===== src/hdl/touch_gesture_classifier_top_defines.svh =====
// Assertion macros for the RTL top of the touch gesture classifier.
// All of them sample on i_clk and are switched off while i_rst_n is low.
`ifndef TOUCH_GESTURE_CLASSIFIER_TOP_DEFINES_SVH
`define TOUCH_GESTURE_CLASSIFIER_TOP_DEFINES_SVH

// Same-cycle implication
`define TGC_ASSERT_SAME(label, ante, cons, msg) \
    label: assert property (@(posedge i_clk) disable iff (!i_rst_n) \
        (ante) |-> (cons)) else $error(msg);

// Next-cycle implication
`define TGC_ASSERT_NEXT(label, ante, cons, msg) \
    label: assert property (@(posedge i_clk) disable iff (!i_rst_n) \
        (ante) |=> (cons)) else $error(msg);

`endif


===== src/hdl/tgc_pkg.sv =====
package tgc_pkg;

    localparam int COORD_W = 16;
    localparam int TIME_W  = 32;
    localparam int CFG_W   = 16;
    localparam int CFG_IDX_W = 3;

    // Register reset values
    localparam logic [COORD_W-1:0] X_EDGE_RST         = COORD_W'(279);
    localparam logic [COORD_W-1:0] Y_EDGE_RST         = COORD_W'(455);
    localparam logic [CFG_W-1:0]   LONG_PRESS_MS_RST  = CFG_W'(1000);
    localparam logic [CFG_W-1:0]   TAP_MAX_MS_RST     = CFG_W'(300);
    localparam logic [CFG_W-1:0]   TAP_MAX_MOVE_RST   = CFG_W'(20);
    localparam logic [CFG_W-1:0]   SWIPE_MIN_MOVE_RST = CFG_W'(50);

    // Register indexes on the configuration port
    typedef enum logic [CFG_IDX_W-1:0] {
        CFG_ENABLE         = 3'd0,
        CFG_X_EDGE         = 3'd1,
        CFG_Y_EDGE         = 3'd2,
        CFG_LONG_PRESS_MS  = 3'd3,
        CFG_TAP_MAX_MS     = 3'd4,
        CFG_TAP_MAX_MOVE   = 3'd5,
        CFG_SWIPE_MIN_MOVE = 3'd6
    } t_cfg_idx;

    typedef enum logic [2:0] {
        GEST_NONE  = 3'd0,
        GEST_TAP   = 3'd1,
        GEST_LONG  = 3'd2,
        GEST_LEFT  = 3'd3,
        GEST_RIGHT = 3'd4,
        GEST_UP    = 3'd5,
        GEST_DOWN  = 3'd6
    } t_gesture;

    typedef struct packed {
        logic               enable;
        logic [COORD_W-1:0] x_edge;
        logic [COORD_W-1:0] y_edge;
        logic [CFG_W-1:0]   long_press_ms;
        logic [CFG_W-1:0]   tap_max_ms;
        logic [CFG_W-1:0]   tap_max_move;
        logic [CFG_W-1:0]   swipe_min_move;
    } t_cfg;

    // Touch tracking state (touching flag is kept apart as control)
    typedef struct packed {
        logic [COORD_W-1:0] first_x;
        logic [COORD_W-1:0] first_y;
        logic [COORD_W-1:0] last_x;
        logic [COORD_W-1:0] last_y;
        logic [TIME_W-1:0]  press_time;
    } t_track;

    typedef struct packed {
        logic               pressed;
        logic [COORD_W-1:0] pos_x;
        logic [COORD_W-1:0] pos_y;
        logic [TIME_W-1:0]  now_ms;
    } t_sample;

endpackage


===== src/hdl/tgc_sample_if.sv =====
interface tgc_sample_if import tgc_pkg::*; ();
    logic               valid;
    logic               ready;
    logic               pressed;
    logic [COORD_W-1:0] pos_x;
    logic [COORD_W-1:0] pos_y;
    logic [TIME_W-1:0]  now_ms;

    modport source (output valid, pressed, pos_x, pos_y, now_ms, input ready);
    modport sink   (input valid, pressed, pos_x, pos_y, now_ms, output ready);
endinterface


===== src/hdl/tgc_result_if.sv =====
interface tgc_result_if import tgc_pkg::*; ();
    logic               valid;
    logic               ready;
    t_gesture           gesture;
    logic               rejected;
    logic [COORD_W-1:0] origin_y;

    modport source (output valid, gesture, rejected, origin_y, input ready);
    modport sink   (input valid, gesture, rejected, origin_y, output ready);
endinterface


===== src/hdl/touch_gesture_classifier_top.sv =====
// Samples pass the input stage, then the result register, which drives the output.
// Throughput: one sample per cycle; the input stage and the result register hold two
// samples, so one more sample is taken while the result waits, then the input stalls.
// Reset (i_rst_n low, synchronous): both stages empty, not touching, tracking state
// zero, registers at their defaults (enabled, bounds 279 x 455, 1000/300/20/50).
`include "touch_gesture_classifier_top_defines.svh"

module touch_gesture_classifier_top import tgc_pkg::*; (
    input  logic                 i_clk,
    input  logic                 i_rst_n,
    input  logic                 i_cfg_we,
    input  logic [CFG_IDX_W-1:0] i_cfg_idx,
    input  logic [CFG_W-1:0]     i_cfg_data,
    tgc_sample_if.sink           i_sample,
    tgc_result_if.source         o_result
);

    t_cfg     r_cfg;
    logic     r_touching;
    logic     n_touching;
    t_track   r_trk;
    t_track   n_trk;

    logic     r_in_valid;
    t_sample  r_in;
    logic     r_out_valid;
    t_gesture r_out_gesture;
    logic     r_out_rejected;
    logic [COORD_W-1:0] r_out_origin_y;

    t_gesture n_gesture;
    logic     n_rejected;
    logic [COORD_W-1:0] n_origin_y;
    t_gesture cls_gesture;
    logic     in_bounds;
    logic     advance;
    logic     in_xfer;

    // Handshake: the input stage moves on when the result register is free or draining
    assign advance          = r_in_valid && (!r_out_valid || o_result.ready);
    assign i_sample.ready   = !r_in_valid || advance;
    assign in_xfer          = i_sample.valid && i_sample.ready;

    assign o_result.valid    = r_out_valid;
    assign o_result.gesture  = r_out_gesture;
    assign o_result.rejected = r_out_rejected;
    assign o_result.origin_y = r_out_origin_y;

    // Configuration registers
    always_ff @(posedge i_clk) begin
        if (!i_rst_n) begin
            r_cfg.enable         <= 1'b1;
            r_cfg.x_edge         <= X_EDGE_RST;
            r_cfg.y_edge         <= Y_EDGE_RST;
            r_cfg.long_press_ms  <= LONG_PRESS_MS_RST;
            r_cfg.tap_max_ms     <= TAP_MAX_MS_RST;
            r_cfg.tap_max_move   <= TAP_MAX_MOVE_RST;
            r_cfg.swipe_min_move <= SWIPE_MIN_MOVE_RST;
        end else if (i_cfg_we) begin
            case (t_cfg_idx'(i_cfg_idx))
                CFG_ENABLE:         r_cfg.enable         <= i_cfg_data[0];
                CFG_X_EDGE:         r_cfg.x_edge         <= i_cfg_data;
                CFG_Y_EDGE:         r_cfg.y_edge         <= i_cfg_data;
                CFG_LONG_PRESS_MS:  r_cfg.long_press_ms  <= i_cfg_data;
                CFG_TAP_MAX_MS:     r_cfg.tap_max_ms     <= i_cfg_data;
                CFG_TAP_MAX_MOVE:   r_cfg.tap_max_move   <= i_cfg_data;
                CFG_SWIPE_MIN_MOVE: r_cfg.swipe_min_move <= i_cfg_data;
                default: begin
                end
            endcase
        end
    end

    // Input stage
    always_ff @(posedge i_clk) begin
        if (!i_rst_n) begin
            r_in_valid <= 1'b0;
        end else if (in_xfer) begin
            r_in_valid <= 1'b1;
        end else if (advance) begin
            r_in_valid <= 1'b0;
        end
    end

    always_ff @(posedge i_clk) begin
        if (in_xfer) begin
            r_in.pressed <= i_sample.pressed;
            r_in.pos_x   <= i_sample.pos_x;
            r_in.pos_y   <= i_sample.pos_y;
            r_in.now_ms  <= i_sample.now_ms;
        end
    end

    tgc_classify u_classify (
        .i_cfg     (r_cfg),
        .i_trk     (r_trk),
        .i_now_ms  (r_in.now_ms),
        .o_gesture (cls_gesture)
    );

    // Open screen bounds: both coordinates above zero and below the edge
    assign in_bounds = (r_in.pos_x != '0) && (r_in.pos_x < r_cfg.x_edge) &&
                       (r_in.pos_y != '0) && (r_in.pos_y < r_cfg.y_edge);

    // Sample decode and state update
    always_comb begin
        n_touching = r_touching;
        n_trk      = r_trk;
        n_gesture  = GEST_NONE;
        n_rejected = 1'b0;
        n_origin_y = '0;
        if (r_cfg.enable) begin
            if (r_in.pressed && !in_bounds) begin
                n_rejected = 1'b1;
            end else if (r_in.pressed) begin
                if (!r_touching) begin
                    n_trk.first_x    = r_in.pos_x;
                    n_trk.first_y    = r_in.pos_y;
                    n_trk.press_time = r_in.now_ms;
                    n_touching       = 1'b1;
                end
                n_trk.last_x = r_in.pos_x;
                n_trk.last_y = r_in.pos_y;
            end else if (r_touching) begin
                n_gesture  = cls_gesture;
                n_origin_y = r_trk.first_y;
                n_touching = 1'b0;
            end
        end
    end

    // Tracking state, updated as each sample leaves the input stage
    always_ff @(posedge i_clk) begin
        if (!i_rst_n) begin
            r_touching <= 1'b0;
            r_trk      <= '0;
        end else if (advance) begin
            r_touching <= n_touching;
            r_trk      <= n_trk;
        end
    end

    // Result register
    always_ff @(posedge i_clk) begin
        if (!i_rst_n) begin
            r_out_valid <= 1'b0;
        end else if (advance) begin
            r_out_valid <= 1'b1;
        end else if (o_result.ready) begin
            r_out_valid <= 1'b0;
        end
    end

    always_ff @(posedge i_clk) begin
        if (advance) begin
            r_out_gesture  <= n_gesture;
            r_out_rejected <= n_rejected;
            r_out_origin_y <= n_origin_y;
        end
    end

    `TGC_ASSERT_SAME(a_rej_quiet, r_out_valid && r_out_rejected, (r_out_gesture == GEST_NONE) && (r_out_origin_y == '0), "rejected sample carries a gesture")
    `TGC_ASSERT_SAME(a_disabled_quiet, r_out_valid && !r_cfg.enable, (r_out_gesture == GEST_NONE) && !r_out_rejected, "result while disabled is not empty")
    `TGC_ASSERT_NEXT(a_release_ends, advance && r_cfg.enable && r_touching && !r_in.pressed, !r_touching, "release did not end the touch")
    `TGC_ASSERT_SAME(a_start_point, $rose(r_touching), (r_trk.first_x == r_trk.last_x) && (r_trk.first_y == r_trk.last_y), "start point differs from current point on press")

endmodule


===== src/hdl/tgc_classify.sv =====
module tgc_classify import tgc_pkg::*; (
    input  t_cfg              i_cfg,
    input  t_track            i_trk,
    input  logic [TIME_W-1:0] i_now_ms,
    output t_gesture          o_gesture
);

    logic [TIME_W-1:0]  dur;
    logic [COORD_W-1:0] ax;
    logic [COORD_W-1:0] ay;
    logic               still;
    logic               long_ok;
    logic               tap_ok;
    logic               horiz;
    logic               vert;

    // Hold time wraps with the timestamp
    assign dur = i_now_ms - i_trk.press_time;

    // Absolute deltas, last point against start point
    assign ax = (i_trk.last_x >= i_trk.first_x) ? (i_trk.last_x - i_trk.first_x)
                                                : (i_trk.first_x - i_trk.last_x);
    assign ay = (i_trk.last_y >= i_trk.first_y) ? (i_trk.last_y - i_trk.first_y)
                                                : (i_trk.first_y - i_trk.last_y);

    assign still   = (ax < i_cfg.tap_max_move) && (ay < i_cfg.tap_max_move);
    assign long_ok = still && (dur >= TIME_W'(i_cfg.long_press_ms));
    assign tap_ok  = still && (dur < TIME_W'(i_cfg.tap_max_ms));

    // Dominant axis must exceed twice the other one
    assign horiz = ({1'b0, ax} > {ay, 1'b0}) && (ax >= i_cfg.swipe_min_move);
    assign vert  = ({1'b0, ay} > {ax, 1'b0}) && (ay >= i_cfg.swipe_min_move);

    // Priority: long press, tap, horizontal, vertical
    always_comb begin
        if (long_ok) begin
            o_gesture = GEST_LONG;
        end else if (tap_ok) begin
            o_gesture = GEST_TAP;
        end else if (horiz) begin
            o_gesture = (i_trk.last_x > i_trk.first_x) ? GEST_RIGHT : GEST_LEFT;
        end else if (vert) begin
            o_gesture = (i_trk.last_y > i_trk.first_y) ? GEST_DOWN : GEST_UP;
        end else begin
            o_gesture = GEST_NONE;
        end
    end

endmodule


===== src/flat_wrapper.sv =====
// flat-port wrapper written by rule: the top's interface ports become plain ports
module touch_gesture_classifier_top_flat import tgc_pkg::*;
  (i_clk, i_rst_n, i_cfg_we, i_cfg_idx, i_cfg_data, i_sample_valid, i_sample_pressed, i_sample_pos_x, i_sample_pos_y, i_sample_now_ms, i_sample_ready, o_result_valid, o_result_gesture, o_result_rejected, o_result_origin_y, o_result_ready);
  tgc_sample_if i_sample_i ();
  tgc_result_if o_result_i ();
  input  logic i_clk;
  input  logic i_rst_n;
  input  logic i_cfg_we;
  input  logic [CFG_IDX_W-1:0] i_cfg_idx;
  input  logic [CFG_W-1:0] i_cfg_data;
  input wire logic [$bits(i_sample_i.valid)-1:0] i_sample_valid;
  input wire logic [$bits(i_sample_i.pressed)-1:0] i_sample_pressed;
  input wire logic [$bits(i_sample_i.pos_x)-1:0] i_sample_pos_x;
  input wire logic [$bits(i_sample_i.pos_y)-1:0] i_sample_pos_y;
  input wire logic [$bits(i_sample_i.now_ms)-1:0] i_sample_now_ms;
  output wire logic [$bits(i_sample_i.ready)-1:0] i_sample_ready;
  output wire logic [$bits(o_result_i.valid)-1:0] o_result_valid;
  output wire logic [$bits(o_result_i.gesture)-1:0] o_result_gesture;
  output wire logic [$bits(o_result_i.rejected)-1:0] o_result_rejected;
  output wire logic [$bits(o_result_i.origin_y)-1:0] o_result_origin_y;
  input wire logic [$bits(o_result_i.ready)-1:0] o_result_ready;
  assign i_sample_i.valid = i_sample_valid;
  assign i_sample_i.pressed = i_sample_pressed;
  assign i_sample_i.pos_x = i_sample_pos_x;
  assign i_sample_i.pos_y = i_sample_pos_y;
  assign i_sample_i.now_ms = i_sample_now_ms;
  assign i_sample_ready = i_sample_i.ready;
  assign o_result_valid = o_result_i.valid;
  assign o_result_gesture = o_result_i.gesture;
  assign o_result_rejected = o_result_i.rejected;
  assign o_result_origin_y = o_result_i.origin_y;
  assign o_result_i.ready = o_result_ready;
  touch_gesture_classifier_top u_core (.i_clk(i_clk), .i_rst_n(i_rst_n), .i_cfg_we(i_cfg_we), .i_cfg_idx(i_cfg_idx), .i_cfg_data(i_cfg_data), .i_sample(i_sample_i), .o_result(o_result_i));
endmodule

===== config.mk =====
export PLATFORM = sky130hd
export DESIGN_NAME = touch_gesture_classifier_top_flat
export DESIGN_NICKNAME = d
export VERILOG_FILES = /design/src/hdl/tgc_pkg.sv /design/src/hdl/tgc_sample_if.sv /design/src/hdl/tgc_result_if.sv /design/src/hdl/touch_gesture_classifier_top.sv /design/src/hdl/tgc_classify.sv /design/src/flat_wrapper.sv
export VERILOG_INCLUDE_DIRS = /design/src /design/src/hdl
export SDC_FILE = /design/constraint.sdc
export NUM_CORES = 1
export LEC_CHECK = 0
export ABC_AREA = 1
export BUFFER_PORTS_ARGS = -buffer_cell sky130_fd_sc_hd__buf_2
export CELL_PAD_IN_SITES_DETAIL_PLACEMENT = 1
export CELL_PAD_IN_SITES_GLOBAL_PLACEMENT = 1
export CORE_MARGIN = 5
export CORE_UTILIZATION = 41
export DETAILED_ROUTE_END_ITERATION = 10
export PLACE_DENSITY = 0.7
export SKIP_LAST_GASP = 1
export SYNTH_ARGS = -nofsm -noshare
export SYNTH_HDL_FRONTEND = slang
export SYNTH_SLANG_ARGS = --single-unit

===== constraint.sdc =====
create_clock -name i_clk -period 11.68 [get_ports i_clk]
set_clock_uncertainty 0.2 [all_clocks]
set_input_delay 1.168 -clock i_clk [delete_from_list [all_inputs] [get_ports i_clk]]
set_output_delay 1.168 -clock i_clk [all_outputs]
set_load 0.01 [all_outputs]

==> out/qor.txt <==
Vias per inst = 5.293
CP max-delay cell = nand3_2
CP Data Required Time = 11770 ps
Vias in the first global route = 16.96k
Clk_lat worst skew = 550 ps
HPWL after detailed placement = 44.91 mm
CTS root buf = clkbuf_16
Most frequent cells in the layout = inv_1 (366), nand2_1 (349), a21oi_1 (317), ha_1 (244), o21ai_0 (221)
Nets = 2738
R2R setup slack = 6380 ps
Max FO, Critical Path = 22
Overflow after GRT = 0
Cell variety after synth = 51
Die ar. = 48370 um2
Area growth syn-to-layout = 11.83%
DIE WIDTH = 219.9 um
Setup TNS Final = 0 ps
Slowest cell delay on critical path = 460 ps
Max cap viols = 0
Worst path most repeated cell = a21oi_1
Synth area leader = dfxtp_1
Clock sink count = 281
PortBufs = 110
Actual slew at the worst max-slew pin = 1162 ps
Fmax achieved = 188.5 MHz
GRT Util Overall = 0.2320
Critical Path Start = u_core.r_trk[59]
Met1 usage = 0.2896
Initial DRC count = 621
PwrDens = 148.6 nW/um2
Max clock buf depth = 3
Worst Hold Depth = 2
Grt met3 use = 0.02940
Most common cell after layout, fill and taps aside = inv_1
Routed wire per std cell = 18.55 um
Post-route minimum period = 5305 ps
Global route hottest layer = met2
Initial Utilization = 0.4113
Slew margin rel. = 0.2252
Pwr Total = 3.002 mW
Top cells by area, synth = dfxtp_1 (22%), ha_1 (17%), edfxtp_1 (14%)
Setup crit start kind = register
Worst path arrival time = 5390 ps
CP endpoint = u_core.o_result.gesture[1]
First-pass GRT wire length = 89.22 mm
Ys flop type = dfxtp_1
Path type of the worst setup path = register to register
Final Max Tran Viols = 0
CTS tree = done
CP endpoint kind = register
Final hold vios = 0
Routability cong. = 0.8966
Post-synthesis simple-gate area fraction = 0.1487
DR pass1 iterations = 5
Mapped Cells = 2309
H-Tree Depth = 2
Site Rows = 77
Routed Antenna Nets = 0
VDD IR-drop max = 111.8 uV
I/O Pins = 111
Initial antenna violation count = 2
Clock Pin Slew Worst Setup and Hold Paths = 60 ps
YS warnings = 0
Fraction of layout cells with a size suffix above 1 = 0.08536
CTS Buf Count = 35
DP Worst Slack = 6497 ps
# resized after CTS = 0
Post-Syn Nets = 2647
Post-synthesis mux area share = 0.002216
WHS = 253.1 ps
Filler instances = 5451
WL final = 55.98 mm
Largest family of logic cells by synthesized area = compound AO/OA/AOI/OAI gates
Core area = 43930 um2
Final Setup Violations = 0
Final worst-path cycle share = 0.4542
Synth Area in XOR/XNOR = 0.02617
EDFF count, synth = 85
#FFs+latches synth = 281
Outcome = finished, final reports clean
R2r worst-path depth = 19
HP Class = register to register
Reg2reg start = u_core.r_trk[59]
Postcts setup bufs = 0
RSZ-0062 raised after global routing = false
Static leakage = 9.116 nW
Synth Cell Area = 18070 um2
Largest net degree at the start of global routing = 129
Synth Area in Adders = 0.1745
CP cell instances = inv_1 -> ha_1 -> a21oi_1 -> nand2_1 -> a21oi_2 -> nand3_2 -> mux2i_1 -> o221ai_1 -> xor2_1 -> inv_1 -> ha_1 -> a21oi_1 -> nor3_1 -> a211oi_1 -> a21oi_1 -> nor3_1 -> nand4_1 -> nand3_1 -> a21oi_2
Grt met2 use = 0.4079
Synth Area in Compound Gates = 0.1976
Sequential cell area = 6476 um2
PnR worst setup slack = 6375 ps
# diodes = 0
Avg Inst Size Synth = 7.826 um2
Post-synth ARST share = 0
Seq/Total Area, Yosys = 0.3584
DRC = 0
Vias = 15.97k
Reg2reg end = u_core.o_result.gesture[1]
Area of the multi-input gates = 9930 um2
Die height = 219.9 um
Hold-fix buffer count after cts = 0
Post-synth top area share = 0.2171
-- worst max-delay path, delay by kind of cell, from the launching register on --
family | cells | cell delay, ps
and+or+nand+nor | 6 | 1500
AOI/OAI and AO/OA | 7 | 1210
adders and majority gates | 2 | 700
muxes | 1 | 410
xor gates and xnor gates | 1 | 380
DFF | 1 | 340
buffers and inverters | 2 | 290
-- final cells by class --
type                       count  area share
inverter                     375     0.06990
multi-input combinational   1590      0.4914
clock buffer                  48     0.04675
sequential                   281      0.3205
tap                          592     0.03665
clock inverter                14    0.004891
timing repair buffer         117     0.02997
-- synth_stat cells, drive strengths merged, types with 32 or more instances --
master	count
a21oi	319
clkbuf	56
dfxtp	196
edfxtp	85
ha	244
inv	374
nand2	360
nand3	60
nor2	135
nor3	32
o211ai	33
o21ai	228
xor2	48
-- cell families (layout without fill, tap and decap cells) --
logic type                 Yosys count  count (layout)
AOI/OAI and AO/OA                  651             651
and+or+nand+nor                    632             632
xor gates and xnor gates            54              54
DFF                                281             281
adders and majority gates          249             249
buffers and inverters              438             554
muxes                                4               4
-- worst min-delay path by stage --
| stage | from | endpoint |
|---|---|---|
| floorplan | u_core.r_cfg[80] | u_core.r_cfg[80] |
| global placement | u_core.r_trk[0] | u_core.r_trk[0] |
| detailed placement | u_core.r_cfg[80] | u_core.r_cfg[80] |
| CTS | u_core.r_cfg[80] | u_core.r_cfg[80] |
| global route | u_core.r_trk[25] | u_core.r_trk[25] |
| finish | u_core.r_cfg[80] | u_core.r_cfg[80] |
-- state kept, by name (all words and copies together) (netlist names) --
register	cells
u_core.r_touching	1
u_core.r_in	65
u_core.o_result.rejected	1
u_core.o_result.origin_y	16
u_core.r_trk	96
u_core.o_result.valid	1
u_core.r_in_valid	1
u_core.o_result.gesture	3
u_core.r_cfg	97
-- stage by stage --
| stage | std cells | instance area (um2) | utilization |
|---|---|---|---|
| floorplan | 2309 | 18070 | - |
| global placement | 2955 | 19160 | 0.4362 |
| detailed placement | 2955 | 19160 | 0.4362 |
| CTS | 3017 | 20210 | 0.4600 |
| global route | 3017 | 20210 | 0.4600 |
| finish | 3017 | 20210 | 0.4600 |
-- metal layers --
layer	vias to the layer above	part of all wire
met2	189	0.48
met1	7694	0.45
li1	7982	-
met3	105	0.027
met5	-	0
met4	0	0.037
-- where the power goes --
| group | total, mW | switching (mW) | internal (mW) | leakage [nW] |
|---|---|---|---|---|
| combinational | 0.930 | 0.605 | 0.325 | 6.19 |
| clock | 1.01 | 0.437 | 0.570 | 0.511 |
| sequential | 1.07 | 0.0239 | 1.04 | 2.42 |
| total | 3.00 | 1.07 | 1.94 | 9.12 |
(Power assumes the default switching activity.)
